**src/hdl/slt_pkg.sv**
```systemverilog
// ----------------------------------------------------------------------------
// Sorted list table package
// Shared sizes, operation and status codes, and the controller/datapath
// command and status types.
// ----------------------------------------------------------------------------
package slt_pkg;

  // table size and derived widths
  localparam int DEPTH  = 32;
  localparam int ADDR_W = $clog2(DEPTH);
  localparam int CNT_W  = $clog2(DEPTH + 1);

  // field widths of the channels
  localparam int MODE_W    = 2;
  localparam int VAL_W     = 32;
  localparam int POS_IN_W  = 5;
  localparam int STAT_W    = 2;
  localparam int POS_OUT_W = 6;
  localparam int SUM_W     = 37;

  // operation selected by the mode field
  typedef enum logic [MODE_W-1:0] {
    MODE_INSERT = 2'd0,
    MODE_DELETE = 2'd1,
    MODE_FIND   = 2'd2,
    MODE_QUERY  = 2'd3
  } mode_t;

  // result status codes
  typedef enum logic [STAT_W-1:0] {
    ST_OK        = 2'd0,
    ST_FULL      = 2'd1,
    ST_NO_ENTRY  = 2'd2,
    ST_NOT_FOUND = 2'd3
  } res_stat_t;

  // datapath commands issued by the controller
  typedef enum logic [3:0] {
    OP_NONE,
    OP_LOAD,
    OP_INS,
    OP_DEL_FIRST,
    OP_DEL_STEP,
    OP_FIND,
    OP_TAIL_RD,
    OP_TAIL_LD,
    OP_RESULT
  } dp_op_t;

  // datapath status seen by the controller
  typedef struct packed {
    mode_t mode;        // mode of the offered transaction
    logic  full;        // table holds DEPTH entries
    logic  pos_bad;     // offered delete position is past the end
    logic  ins_stop;    // insert slot found at current index
    logic  last_next;   // index + 1 equals count
    logic  last_next2;  // index + 2 equals count
    logic  find_done;   // find hit or ran past the end
    logic  out_busy;    // result register holds an untaken transaction
  } dp_stat_t;

endpackage

```
**src/hdl/slt_if.sv**
```systemverilog
// ----------------------------------------------------------------------------
// Sorted list table channels
// Valid/ready stream interfaces for the request and the result channel.
// ----------------------------------------------------------------------------
interface slt_in_if;
  import slt_pkg::*;

  logic                valid;
  logic                ready;
  logic [MODE_W-1:0]   mode;
  logic [VAL_W-1:0]    value;
  logic [POS_IN_W-1:0] position_in;

  modport source (output valid, output mode, output value, output position_in,
                  input ready);
  modport sink   (input valid, input mode, input value, input position_in,
                  output ready);
endinterface

interface slt_out_if;
  import slt_pkg::*;

  logic                 valid;
  logic                 ready;
  logic [STAT_W-1:0]    status;
  logic [POS_OUT_W-1:0] position_out;
  logic [POS_OUT_W-1:0] entry_count;
  logic [SUM_W-1:0]     total;
  logic [VAL_W-1:0]     largest;

  modport source (output valid, output status, output position_out,
                  output entry_count, output total, output largest,
                  input ready);
  modport sink   (input valid, input status, input position_out,
                  input entry_count, input total, input largest,
                  output ready);
endinterface

```
**src/hdl/slt_ram.sv**
```systemverilog
// ----------------------------------------------------------------------------
// Generic RAM
// One write port, one read port, registered read data.
// ----------------------------------------------------------------------------
module slt_ram #(
  parameter int WIDTH = 32,
  parameter int DEPTH = 32
) (
  input  logic                     clk,
  input  logic                     we,
  input  logic [$clog2(DEPTH)-1:0] waddr,
  input  logic [WIDTH-1:0]         wdata,
  input  logic [$clog2(DEPTH)-1:0] raddr,
  output logic [WIDTH-1:0]         rdata
);

  logic [WIDTH-1:0] mem [DEPTH];

  // write and registered read
  always_ff @(posedge clk) begin
    if (we) begin
      mem[waddr] <= wdata;
    end
    rdata <= mem[raddr];
  end

endmodule

```
**src/hdl/slt_datapath.sv**
```systemverilog
// ----------------------------------------------------------------------------
// Sorted list table datapath
// Entry RAM, scan index, count, running sum, largest value and the result
// register, driven one command per cycle by the controller.
// ----------------------------------------------------------------------------
module slt_datapath (
  input  logic                           clk,
  input  logic                           rst_n,
  input  slt_pkg::dp_op_t                op,
  output slt_pkg::dp_stat_t              stat,
  input  logic [slt_pkg::MODE_W-1:0]     in_mode,
  input  logic [slt_pkg::VAL_W-1:0]      in_value,
  input  logic [slt_pkg::POS_IN_W-1:0]   in_position_in,
  input  logic                           out_ready,
  output logic                           out_valid,
  output logic [slt_pkg::STAT_W-1:0]     out_status,
  output logic [slt_pkg::POS_OUT_W-1:0]  out_position_out,
  output logic [slt_pkg::POS_OUT_W-1:0]  out_entry_count,
  output logic [slt_pkg::SUM_W-1:0]      out_total,
  output logic [slt_pkg::VAL_W-1:0]      out_largest
);
  import slt_pkg::*;

  // working registers
  logic [VAL_W-1:0]  val_r, val_nxt;
  logic [CNT_W-1:0]  idx_r, idx_nxt;
  logic [CNT_W-1:0]  count_r, count_nxt;
  logic [SUM_W-1:0]  sum_r, sum_nxt;
  logic [VAL_W-1:0]  largest_r, largest_nxt;
  res_stat_t         res_r, res_nxt;
  logic [CNT_W-1:0]  posout_r, posout_nxt;

  // result register
  logic                 out_valid_r, out_valid_nxt;
  logic [STAT_W-1:0]    out_status_r;
  logic [POS_OUT_W-1:0] out_position_r;
  logic [POS_OUT_W-1:0] out_count_r;
  logic [SUM_W-1:0]     out_total_r;
  logic [VAL_W-1:0]     out_largest_r;

  // RAM port
  logic              ram_we;
  logic [ADDR_W-1:0] ram_waddr;
  logic [VAL_W-1:0]  ram_wdata;
  logic [ADDR_W-1:0] ram_raddr;
  logic [VAL_W-1:0]  ram_rdata;

  // index arithmetic
  logic [CNT_W-1:0] idx_inc, idx_inc2, idx_dec, idx_dec2, cnt_inc, cnt_dec, pos_ext;
  logic [SUM_W-1:0] val_ext, rdata_ext;
  mode_t            mode_in;
  logic             find_end, find_hit;

  slt_ram #(
    .WIDTH (VAL_W),
    .DEPTH (DEPTH)
  ) u_ram (
    .clk   (clk),
    .we    (ram_we),
    .waddr (ram_waddr),
    .wdata (ram_wdata),
    .raddr (ram_raddr),
    .rdata (ram_rdata)
  );

  assign idx_inc   = idx_r + CNT_W'(1);
  assign idx_inc2  = idx_r + CNT_W'(2);
  assign idx_dec   = idx_r - CNT_W'(1);
  assign idx_dec2  = idx_r - CNT_W'(2);
  assign cnt_inc   = count_r + CNT_W'(1);
  assign cnt_dec   = count_r - CNT_W'(1);
  assign pos_ext   = CNT_W'(in_position_in);
  assign mode_in   = mode_t'(in_mode);
  assign val_ext   = {{(SUM_W-VAL_W){val_r[VAL_W-1]}}, val_r};
  assign rdata_ext = {{(SUM_W-VAL_W){ram_rdata[VAL_W-1]}}, ram_rdata};
  assign find_end  = (idx_r == count_r);
  assign find_hit  = (ram_rdata == val_r);

  // status toward the controller
  always_comb begin
    stat.mode       = mode_in;
    stat.full       = (count_r == CNT_W'(DEPTH));
    stat.pos_bad    = (pos_ext >= count_r);
    stat.ins_stop   = (idx_r == '0) || ($signed(ram_rdata) <= $signed(val_r));
    stat.last_next  = (idx_inc == count_r);
    stat.last_next2 = (idx_inc2 == count_r);
    stat.find_done  = find_end || find_hit;
    stat.out_busy   = out_valid_r && !out_ready;
  end

  // execute one command
  always_comb begin
    val_nxt     = val_r;
    idx_nxt     = idx_r;
    count_nxt   = count_r;
    sum_nxt     = sum_r;
    largest_nxt = largest_r;
    res_nxt     = res_r;
    posout_nxt  = posout_r;
    ram_we      = 1'b0;
    ram_waddr   = idx_r[ADDR_W-1:0];
    ram_wdata   = val_r;
    ram_raddr   = idx_r[ADDR_W-1:0];
    unique case (op)
      OP_NONE: begin
      end
      OP_LOAD: begin
        // latch the transaction and, except for a query, start the first read
        val_nxt    = in_value;
        posout_nxt = '0;
        res_nxt    = ST_OK;
        unique case (mode_in)
          MODE_INSERT: begin
            idx_nxt   = count_r;
            ram_raddr = cnt_dec[ADDR_W-1:0];
            if (stat.full) begin
              res_nxt = ST_FULL;
            end
          end
          MODE_DELETE: begin
            idx_nxt   = pos_ext;
            ram_raddr = pos_ext[ADDR_W-1:0];
            if (stat.pos_bad) begin
              res_nxt = ST_NO_ENTRY;
            end else begin
              posout_nxt = pos_ext;
            end
          end
          MODE_FIND: begin
            idx_nxt   = '0;
            ram_raddr = '0;
          end
          MODE_QUERY: begin
            idx_nxt = '0;
            if (count_r == '0) begin
              res_nxt = ST_NO_ENTRY;
            end
          end
        endcase
      end
      OP_INS: begin
        // move larger entries up one slot, then drop the value in
        ram_we = 1'b1;
        if (stat.ins_stop) begin
          ram_wdata  = val_r;
          posout_nxt = idx_r;
          count_nxt  = cnt_inc;
          sum_nxt    = sum_r + val_ext;
        end else begin
          ram_wdata = ram_rdata;
          idx_nxt   = idx_dec;
          ram_raddr = idx_dec2[ADDR_W-1:0];
        end
      end
      OP_DEL_FIRST: begin
        // take the removed entry out of the sum
        sum_nxt   = sum_r - rdata_ext;
        ram_raddr = idx_inc[ADDR_W-1:0];
        if (stat.last_next) begin
          count_nxt = cnt_dec;
        end
      end
      OP_DEL_STEP: begin
        // close the gap one entry at a time
        ram_we    = 1'b1;
        ram_wdata = ram_rdata;
        idx_nxt   = idx_inc;
        ram_raddr = idx_inc2[ADDR_W-1:0];
        if (stat.last_next2) begin
          count_nxt = cnt_dec;
        end
      end
      OP_FIND: begin
        // compare the current entry, advance on a miss
        if (find_end) begin
          res_nxt    = ST_NOT_FOUND;
          posout_nxt = idx_r;
        end else if (find_hit) begin
          posout_nxt = idx_r;
        end else begin
          idx_nxt   = idx_inc;
          ram_raddr = idx_inc[ADDR_W-1:0];
        end
      end
      OP_TAIL_RD: begin
        ram_raddr = cnt_dec[ADDR_W-1:0];
      end
      OP_TAIL_LD: begin
        largest_nxt = (count_r == '0) ? '0 : ram_rdata;
      end
      OP_RESULT: begin
      end
    endcase
  end

  // result register handshake
  always_comb begin
    out_valid_nxt = out_valid_r;
    if (op == OP_RESULT) begin
      out_valid_nxt = 1'b1;
    end else if (out_ready) begin
      out_valid_nxt = 1'b0;
    end
  end

  always_ff @(posedge clk) begin
    if (!rst_n) begin
      count_r     <= '0;
      sum_r       <= '0;
      largest_r   <= '0;
      out_valid_r <= 1'b0;
    end else begin
      count_r     <= count_nxt;
      sum_r       <= sum_nxt;
      largest_r   <= largest_nxt;
      out_valid_r <= out_valid_nxt;
    end
  end

  always_ff @(posedge clk) begin
    val_r    <= val_nxt;
    idx_r    <= idx_nxt;
    res_r    <= res_nxt;
    posout_r <= posout_nxt;
    if (op == OP_RESULT) begin
      out_status_r   <= res_r;
      out_position_r <= POS_OUT_W'(posout_r);
      out_count_r    <= POS_OUT_W'(count_r);
      out_total_r    <= sum_r;
      out_largest_r  <= largest_r;
    end
  end

  assign out_valid        = out_valid_r;
  assign out_status       = out_status_r;
  assign out_position_out = out_position_r;
  assign out_entry_count  = out_count_r;
  assign out_total        = out_total_r;
  assign out_largest      = out_largest_r;

endmodule

```
**src/hdl/slt_ctrl.sv**
```systemverilog
// ----------------------------------------------------------------------------
// Sorted list table controller
// Sequences insert, delete, find and query over the datapath, one command
// per cycle.
// ----------------------------------------------------------------------------
module slt_ctrl (
  input  logic              clk,
  input  logic              rst_n,
  input  logic              in_valid,
  output logic              in_ready,
  input  slt_pkg::dp_stat_t stat,
  output slt_pkg::dp_op_t   op
);
  import slt_pkg::*;

  typedef enum logic [7:0] {
    S_IDLE    = 8'b0000_0001,
    S_INS     = 8'b0000_0010,
    S_DEL     = 8'b0000_0100,
    S_SHIFT   = 8'b0000_1000,
    S_FIND    = 8'b0001_0000,
    S_TAIL_RD = 8'b0010_0000,
    S_TAIL    = 8'b0100_0000,
    S_DONE    = 8'b1000_0000
  } state_t;

  state_t state_r, state_nxt;

  // next state and command
  always_comb begin
    state_nxt = state_r;
    op        = OP_NONE;
    in_ready  = 1'b0;
    unique case (state_r)
      S_IDLE: begin
        in_ready = 1'b1;
        if (in_valid) begin
          op = OP_LOAD;
          unique case (stat.mode)
            MODE_INSERT: state_nxt = stat.full    ? S_DONE : S_INS;
            MODE_DELETE: state_nxt = stat.pos_bad ? S_DONE : S_DEL;
            MODE_FIND:   state_nxt = S_FIND;
            MODE_QUERY:  state_nxt = S_DONE;
          endcase
        end
      end
      S_INS: begin
        op = OP_INS;
        if (stat.ins_stop) begin
          state_nxt = S_TAIL_RD;
        end
      end
      S_DEL: begin
        op        = OP_DEL_FIRST;
        state_nxt = stat.last_next ? S_TAIL_RD : S_SHIFT;
      end
      S_SHIFT: begin
        op = OP_DEL_STEP;
        if (stat.last_next2) begin
          state_nxt = S_TAIL_RD;
        end
      end
      S_FIND: begin
        op = OP_FIND;
        if (stat.find_done) begin
          state_nxt = S_DONE;
        end
      end
      S_TAIL_RD: begin
        op        = OP_TAIL_RD;
        state_nxt = S_TAIL;
      end
      S_TAIL: begin
        op        = OP_TAIL_LD;
        state_nxt = S_DONE;
      end
      S_DONE: begin
        // hold until the result register is free
        if (!stat.out_busy) begin
          op        = OP_RESULT;
          state_nxt = S_IDLE;
        end
      end
      default: begin
        state_nxt = S_IDLE;
      end
    endcase
  end

  always_ff @(posedge clk) begin
    if (!rst_n) begin
      state_r <= S_IDLE;
    end else begin
      state_r <= state_nxt;
    end
  end

endmodule

```
**src/hdl/sorted_list_table_unit.sv**
```systemverilog
// Throughput: one transaction at a time; the scan and shift run one entry per cycle,
// bounded by the single read port of the entry RAM.
// Reset clears the controller, count, sum, largest value and result valid;
// the entry RAM is not cleared and needs no clearing pass.
// ----------------------------------------------------------------------------
// Sorted list table unit
// Bounded ascending list of signed values with insert, delete at position,
// find and count/sum/max query.
// ----------------------------------------------------------------------------
module sorted_list_table_unit (
  input logic      clk,
  input logic      rst_n,
  slt_in_if.sink   in_chan,
  slt_out_if.source out_chan
);
  import slt_pkg::*;

  dp_op_t   op;
  dp_stat_t stat;

  slt_ctrl u_ctrl (
    .clk      (clk),
    .rst_n    (rst_n),
    .in_valid (in_chan.valid),
    .in_ready (in_chan.ready),
    .stat     (stat),
    .op       (op)
  );

  slt_datapath u_dp (
    .clk              (clk),
    .rst_n            (rst_n),
    .op               (op),
    .stat             (stat),
    .in_mode          (in_chan.mode),
    .in_value         (in_chan.value),
    .in_position_in   (in_chan.position_in),
    .out_ready        (out_chan.ready),
    .out_valid        (out_chan.valid),
    .out_status       (out_chan.status),
    .out_position_out (out_chan.position_out),
    .out_entry_count  (out_chan.entry_count),
    .out_total        (out_chan.total),
    .out_largest      (out_chan.largest)
  );

  // one transaction in flight: no accept right after an accept
  a_single_item: assert property (@(posedge clk) disable iff (!rst_n)
    (in_chan.valid && in_chan.ready) |=> !in_chan.ready)
    else $error("second transaction accepted while busy");

  // count never exceeds the table size
  a_count_bound: assert property (@(posedge clk) disable iff (!rst_n)
    out_chan.valid |-> (out_chan.entry_count <= POS_OUT_W'(DEPTH)))
    else $error("entry count beyond table size");

  // full status only with a full table
  a_full_status: assert property (@(posedge clk) disable iff (!rst_n)
    (out_chan.valid && (out_chan.status == ST_FULL))
      |-> (out_chan.entry_count == POS_OUT_W'(DEPTH)))
    else $error("full status with free room");

  // an empty table reports zero sum and zero largest
  a_empty_zero: assert property (@(posedge clk) disable iff (!rst_n)
    (out_chan.valid && (out_chan.entry_count == '0))
      |-> ((out_chan.total == '0) && (out_chan.largest == '0)))
    else $error("empty table with nonzero sum or largest");

endmodule
```
**src/flat_wrapper.sv**
```systemverilog
// flat-port wrapper written by rule: the top's interface ports become plain ports
module sorted_list_table_unit_flat import slt_pkg::*;
  (clk, rst_n, in_chan_valid, in_chan_mode, in_chan_value, in_chan_position_in, in_chan_ready, out_chan_valid, out_chan_status, out_chan_position_out, out_chan_entry_count, out_chan_total, out_chan_largest, out_chan_ready);
  slt_in_if in_chan_i ();
  slt_out_if out_chan_i ();
  input logic clk;
  input logic rst_n;
  input wire logic [$bits(in_chan_i.valid)-1:0] in_chan_valid;
  input wire logic [$bits(in_chan_i.mode)-1:0] in_chan_mode;
  input wire logic [$bits(in_chan_i.value)-1:0] in_chan_value;
  input wire logic [$bits(in_chan_i.position_in)-1:0] in_chan_position_in;
  output wire logic [$bits(in_chan_i.ready)-1:0] in_chan_ready;
  output wire logic [$bits(out_chan_i.valid)-1:0] out_chan_valid;
  output wire logic [$bits(out_chan_i.status)-1:0] out_chan_status;
  output wire logic [$bits(out_chan_i.position_out)-1:0] out_chan_position_out;
  output wire logic [$bits(out_chan_i.entry_count)-1:0] out_chan_entry_count;
  output wire logic [$bits(out_chan_i.total)-1:0] out_chan_total;
  output wire logic [$bits(out_chan_i.largest)-1:0] out_chan_largest;
  input wire logic [$bits(out_chan_i.ready)-1:0] out_chan_ready;
  assign in_chan_i.valid = in_chan_valid;
  assign in_chan_i.mode = in_chan_mode;
  assign in_chan_i.value = in_chan_value;
  assign in_chan_i.position_in = in_chan_position_in;
  assign in_chan_ready = in_chan_i.ready;
  assign out_chan_valid = out_chan_i.valid;
  assign out_chan_status = out_chan_i.status;
  assign out_chan_position_out = out_chan_i.position_out;
  assign out_chan_entry_count = out_chan_i.entry_count;
  assign out_chan_total = out_chan_i.total;
  assign out_chan_largest = out_chan_i.largest;
  assign out_chan_i.ready = out_chan_ready;
  sorted_list_table_unit u_core (.clk(clk), .rst_n(rst_n), .in_chan(in_chan_i), .out_chan(out_chan_i));
endmodule
```
**config.mk**
```make
export PLATFORM = sky130hd
export DESIGN_NAME = sorted_list_table_unit_flat
export DESIGN_NICKNAME = d
export VERILOG_FILES = /design/src/hdl/slt_pkg.sv /design/src/hdl/slt_if.sv /design/src/hdl/slt_ram.sv /design/src/hdl/slt_datapath.sv /design/src/hdl/slt_ctrl.sv /design/src/hdl/sorted_list_table_unit.sv /design/src/flat_wrapper.sv
export SDC_FILE = /design/constraint.sdc
export NUM_CORES = 2
export LEC_CHECK = 0
export BUFFER_PORTS_ARGS = -buffer_cell sky130_fd_sc_hd__buf_2
export CORE_ASPECT_RATIO = 0.75
export CORE_MARGIN = 2
export CORE_UTILIZATION = 30
export DETAILED_ROUTE_END_ITERATION = 10
export GPL_ROUTABILITY_DRIVEN = 0
export GPL_TIMING_DRIVEN = 1
export PLACE_DENSITY = 0.43
export SLEW_MARGIN = 20
export SYNTH_ARGS = -nofsm -noshare
export SYNTH_HDL_FRONTEND = slang
export SYNTH_HIERARCHICAL = 1
export SYNTH_SLANG_ARGS = --single-unit
```
**constraint.sdc**
```tcl
create_clock -name clk -period 24.8 [get_ports clk]
set_input_delay 1.24 -clock clk [delete_from_list [all_inputs] [get_ports clk]]
set_output_delay 1.24 -clock clk [all_outputs]
set_load 0.005 [all_outputs]
```
## After elaboration in Yosys (flattened, before gate mapping)

Memories as Yosys holds them, arrays and structs flattened. A register that Yosys moved wholly into a read port is not among the register bits.
Cells that the tools add are included.
Widths: inputs -> output; s select.

- Memories kept: 1
- Register bits: 213
- Output and inout bits: 85
- RAM bits: 1024

Memories:

| name | words | width | rd ports | clocked after memory_dff | wr ports | RTL line | RTL |
|---|---|---|---|---|---|---|---|
| u_core.u_dp.u_ram.mem | 32 | 32 | 1 | 1 | 1 | slt_ram.sv:17 | `logic [WIDTH-1:0] mem [DEPTH];` |

- Mux-type cells: 50
- Reduce and logical (&&, ||, !) cells: 21
- $add $sub $neg: 8
- Eq/ne operators: 37
- Order comparisons: 2

Operators by type and width:

| cell | number |
|---|---|
| $pmux 37 s2 | 1 |
| $mux 32 | 2 |
| $pmux 32 s2 | 1 |
| $pmux 8 s8 | 1 |
| $mux 6 | 10 |
| $mux 8 | 7 |
| $pmux 6 s3 | 3 |
| $add 37x37->37 | 1 |
| $mux 37 | 1 |
| $sub 37x37->37 | 1 |
| $eq 32x32->1 | 1 |
| $le 32x32->1 | 1 |
| $pmux 4 s8 | 1 |
| $pmux 8 s4 | 1 |
| $pmux 5 s6 | 1 |
| $mux 5 | 5 |
| $pmux 6 s4 | 1 |
| $eq 6x6->1 | 3 |
| $eq 4x3->1 const B | 4 |
| $pmux 5 s3 | 1 |
| $add 6x1->6 const B | 2 |
| $logic_not 6->1 | 2 |
| $ne 2x1->1 const B | 6 |
| $ne 2x2->1 const B | 6 |
| other kinds (36) | 55 |

## Longest topological paths before layout

- Depth in word-level cells: 9
- Gate-level depth with buffers: 23
- Mapped depth without buffers: 20

## Hierarchy

Netlist, hierarchy kept.

Modules (own cells, without submodules):

| module | times used | area each (µm²) | cells an instance | sequential area each (µm²) |
|---|---|---|---|---|
| slt_ram | 1 | 40492.6 | 2260 | 31390.1 |
| slt_datapath | 1 | 12116.6 | 1288 | 5395.2 |
| slt_ctrl | 1 | 636.9 | 82 | 160.2 |

## Worst setup path after synthesis

No wires, ideal clock.

- Path type: input -> register
- Start: input port out_chan_ready
- End: register u_core.u_dp.out_count_r[0], in the netlist u_core/u_dp/out_entry_count[0] (enable)
- Path buffers: 1
- Data required time: 24.038 ns
- Cell stages on the path: 4
- Data arrival time: 10.522 ns
- Slack: 13.516 ns
- Cells stage by stage: nor2b_1 > nor3b_1 > clkbuf_1 > nor4b_1

- Word-level cells in the longest chain between the ends: 5

RTL lines:

| what | RTL line | RTL |
|---|---|---|
| start, declared | flat_wrapper.sv:19 | `input wire logic [$bits(out_chan_i.ready)-1:0] out_chan_ready;` |
| $logic_not 1->1 | slt_datapath.sv:88 | `stat.out_busy = out_valid_r && !out_ready;` |
| $logic_and 1x1->1 | slt_datapath.sv:88 |  |
| $mux 4 | slt_ctrl.sv:79 | `if (!stat.out_busy) begin` |
| $pmux 4 s8 | slt_ctrl.sv:34 | `unique case (state_r)` |
| named net u_core.op[3] | sorted_list_table_unit.sv:18 | `dp_op_t op;` |
| $eq 4x4->1 | slt_datapath.sv:225 | `if (op == OP_RESULT) begin` |
| end signal, assigned | slt_datapath.sv:228 | `out_count_r <= POS_OUT_W'(count_r);` |
| end, declared | slt_datapath.sv:37 | `logic [POS_OUT_W-1:0] out_count_r;` |

The timed path passes the listed nets, and every way through them passes these cells.
A chain may end at the register's enable or synchronous reset.

## Worst setup path in the final report

- Start: register u_core.u_dp.val_r[26]
- End: register u_core.u_dp.u_ram.rdata[20], read port of u_core.u_dp.u_ram.mem

- Word-level cells in the longest chain between the ends: 4

RTL lines:

| what | RTL line | RTL |
|---|---|---|
| start, declared | slt_datapath.sv:25 | `logic [VAL_W-1:0] val_r, val_nxt;` |
| start signal, assigned | slt_datapath.sv:221 | `val_r <= val_nxt;` |
| $le 32x32->1 / $eq 32x32->1 (equally long branches) | slt_datapath.sv:84, slt_datapath.sv:77 |  |
| $logic_or 1x1->1 / $mux 5 (equally long branches) | slt_datapath.sv:84, slt_datapath.sv:178 |  |
| $mux 5 (on tied branches) | slt_datapath.sv:144, slt_datapath.sv:175 |  |
| $pmux 5 s6 * | slt_datapath.sv:104 | `unique case (op)` |
| named net u_core.u_dp.ram_raddr[0] | slt_datapath.sv:45 | `logic [ADDR_W-1:0] ram_raddr;` |
| end, declared | slt_ram.sv:14 | `output logic [WIDTH-1:0] rdata` |

The timed path passes the listed nets; every way through them passes the cells marked *.

==> results.ini <==
[run_status]
status=complete, no violations

[global_routing]
first_global_vias=29700
grtUsageMet1_pct=28.4
met2_usage_pct=25.1
grt_util_all_layers_pct=17.8
use_met3_pct=3.01
busiest_layer=met1
grt-ovfl-total=0
antenna_found_initial=9
grt_pass1_wl_mm=232
grt_max_degree=130

[cts]
hold_buffers=0
cts_setup_buffers=0
cts_resized=0
clock_path_buffers=3
clkSlewWorstSetupHoldPaths_ps=60
htreeDepth=4
clock_sinks=1269
root_buffer=clkbuf_16
cts_tree=built
clk_latency_ps=760
cts-buffers-inserted=130

[sta]
period_minus_slack_ps=7700
max_freq_mhz=130
tns_ps=0
clock_skew_ps=39.1
setup_ws_ps=17100
period_share_pct=31.0
slew_viol_final=0
relSlewSlack_pct=21.7
worstMarginPinSlew_ps=1170
finalHoldViolations=0
grt_setup_unrepaired=false
setup_viol=0

[place]
detailedPlace.worstSlack_ps=16460
placed_cells=5992
portBuffers=127
dpl_cell_area_um2=56700
hpwl_mm=93.7

[setup_path]
arrival_ps=8320
r2r_cells=21
crit_start=u_core/u_dp/val_r[26]
cp-endpoint=u_core/u_dp/u_ram/rdata[20]
path_class=reg -> reg
required_ps=25420
r2r-start=u_core/u_dp/val_r[26]
r2r_slack_ps=17100
worstReg2RegEnd=u_core/u_dp/u_ram/rdata[20]
cp-end-kind=flip-flop
cp_max_fo=129
critical_path.startpoint_type=flip-flop

[die]
core_um2=176000
rows=133
die_h_um=369
initial_core_util_pct=30.3
die_x_um=490
die-area_um2=181000
ios=128

[final_layout]
mostFrequentLayoutCells=edfxtp_1, mux2i_1, nand2_1, a21oi_1, nand3_1
layoutNonFillerInstCount=6229
seqCellArea_um2=36900
multi_input_area_um2=15300
final_util_pct=34.6
final_common_cell=edfxtp_1
syn_to_final_growth_pct=14.3
nFillCells=17100
nNetsFinal=3888
drive_above_1_share_pct=12.6
final_cell_area_um2=60900

[route]
num_vias=31800
drc=0
ant_nets=0
via_per_inst=5.10
initialDrtViolationCount=3088
wire_per_inst_um=26.6
finalWirelength_mm=166
firstDrtPassIters=5

[logic_synthesis]
syn_area_per_cell_um2=14.7
synth.net_count=3756
synth_cell_type_count=81
ys_warn_count=6
syn_area_um2=53200
ys_ff_latch=1269
synth_area_leader_cell=edfxtp_1
syn_inst=3630
yosys_most_used_dff=edfxtp_1
synth_area_leaders=edfxtp_1, mux2i_1, dfxtp_1, a21oi_1, ha_1
yosysSeqAreaShare_pct=69.4
yosysTopAreaCellShare_pct=65.0
async_flop_share_pct=0
synth_edf_count=1153

[hold_path]
hold_class=reg -> reg

[pwr]
p_int_w=0.00419
ir_drop_mv=0.0984
swShare_pct=34.4
p_sw_w=0.00220
p_leak_nw=20.7
clkPwrFrac_pct=30.4
powerDensity_nw_per_um2=105
seqPwrFrac_pct=40.2
comb_power_share_pct=29.4

[flow_run]
drv_cap=0

flip-flops by register name, indices dropped and copies added (netlist names):
name	flops
u_core/u_dp/out_valid	1
u_core/u_dp/out_largest	32
u_core/u_dp/out_entry_count	6
u_core/u_dp/count_r	6
u_core/u_dp/res_r	2
u_core/u_dp/u_ram/rdata	32
u_core/u_dp/u_ram/mem	1024
u_core/u_dp/sum_r	37
u_core/u_dp/out_position_out	6
u_core/u_dp/out_status	2
u_core/u_ctrl/state_r	8
u_core/u_dp/idx_r	6
u_core/u_dp/largest_r	32
u_core/u_dp/posout_r	6
u_core/u_dp/val_r	32
u_core/u_dp/out_total	37
layout make-up:
type | instances | area share, %
clock buffer | 177 | 6.01
multi-input combinational | 2097 | 25.2
antenna | 2 | 0.00822
timing repair buffer | 199 | 2.04
sequential | 1269 | 60.7
inverter | 65 | 0.401
tap | 2362 | 4.86
clock inverter | 58 | 0.820
power by group through the flow:
stage,Clock (W),Sequential [W],Combinational [W]
detailed placement,0,0.00262,0.00189
global placement,0,0.00261,0.00190
floorplan,0,0.00258,0.00123
finish,0.00194,0.00257,0.00188
CTS,0.00199,0.00257,0.00190
global route,0.00208,0.00258,0.00202
through the flow:
stage	hold WS [ps]	total power [W]
after floorplan	400	0.00382
after global placement	402	0.00451
after detailed placement	410	0.00451
after CTS	423	0.00646
after global routing	437	0.00667
final	421	0.00639
worst min-delay path by stage:
stage | start | to | slack (ps) | cells past startpoint
2_1_floorplan | u_core/u_dp/posout_r[0] | u_core/u_dp/out_position_out[0] | 400 | 0
3_3_place_gp | u_core/u_dp/posout_r[4] | u_core/u_dp/out_position_out[4] | 400 | 0
3_5_place_dp | u_core/u_dp/posout_r[4] | u_core/u_dp/out_position_out[4] | 410 | 0
4_1_cts | u_core/u_dp/largest_r[0] | u_core/u_dp/out_largest[0] | 420 | 0
5_1_grt | u_core/u_dp/res_r[0] | u_core/u_dp/out_status[0] | 440 | 0
6_report | u_core/u_dp/posout_r[1] | u_core/u_dp/out_position_out[1] | 420 | 0
per-layer routing:
metal	vias to the layer above	wire length, µm	share of wire, %
met2	831	68600	41
met4	0	2290	1.4
met1	16500	85900	52
met5	-	0	0
met3	147	8870	5.4
li1	14300	-	-
critical path: stages (launching register included):
cell	delay, ps
edfxtp_1	450
inv_1	100
ha_1	300
nand4_1	260
nor4_1	350
buf_4	230
nand2_1	140
nand2_1	180
nand2_1	70
a21oi_1	150
o21ai_0	140
o221ai_4	130
buf_4	660
buf_4	790
buf_4	860
buf_12	750
buf_4	820
mux2i_1	280
a22o_1	160
nor3_1	60
a31oi_1	300
nand3_1	110
synthesized netlist by cell type, drive strengths merged (4+ instances only):
| cell | count |
|---|---|
| o22ai | 4 |
| nor4b | 6 |
| mux2i | 524 |
| nand3b | 12 |
| o21ai | 77 |
| a41oi | 4 |
| o211ai | 12 |
| nand2 | 267 |
| nor3b | 6 |
| a21o | 23 |
| o21a | 14 |
| ha | 82 |
| edfxtp | 1153 |
| xnor2 | 46 |
| clkbuf | 90 |
| nand2b | 18 |
| mux2 | 31 |
| o31ai | 9 |
| o31a | 5 |
| o21bai | 4 |
| a221oi | 4 |
| a22oi | 96 |
| or2 | 4 |
| nor2b | 15 |
| a31oi | 43 |
| xor2 | 23 |
| buf | 109 |
| nor2 | 100 |
| a211oi | 7 |
| and2 | 8 |
| nand4b | 4 |
| nor4 | 14 |
| inv | 64 |
| nor3 | 63 |
| a22o | 70 |
| or3b | 5 |
| dfxtp | 116 |
| a21oi | 236 |
| nand3 | 175 |
| or3 | 10 |
| and3 | 10 |
| or4 | 12 |
| nand4 | 17 |
kinds of logic after synthesis:
| logic type | share of synthesized area [%] |
|---|---|
| AOI/OAI and AO/OA | 7.78 |
| and+or+nand+nor | 6.74 |
| DFF | 69.4 |
| xor gates and xnor gates | 1.15 |
| buffers and inverters | 2.47 |
| muxes | 10.5 |
| adders and majority gates | 1.96 |
No activity file was read; power rests on OpenSTA's default activity.
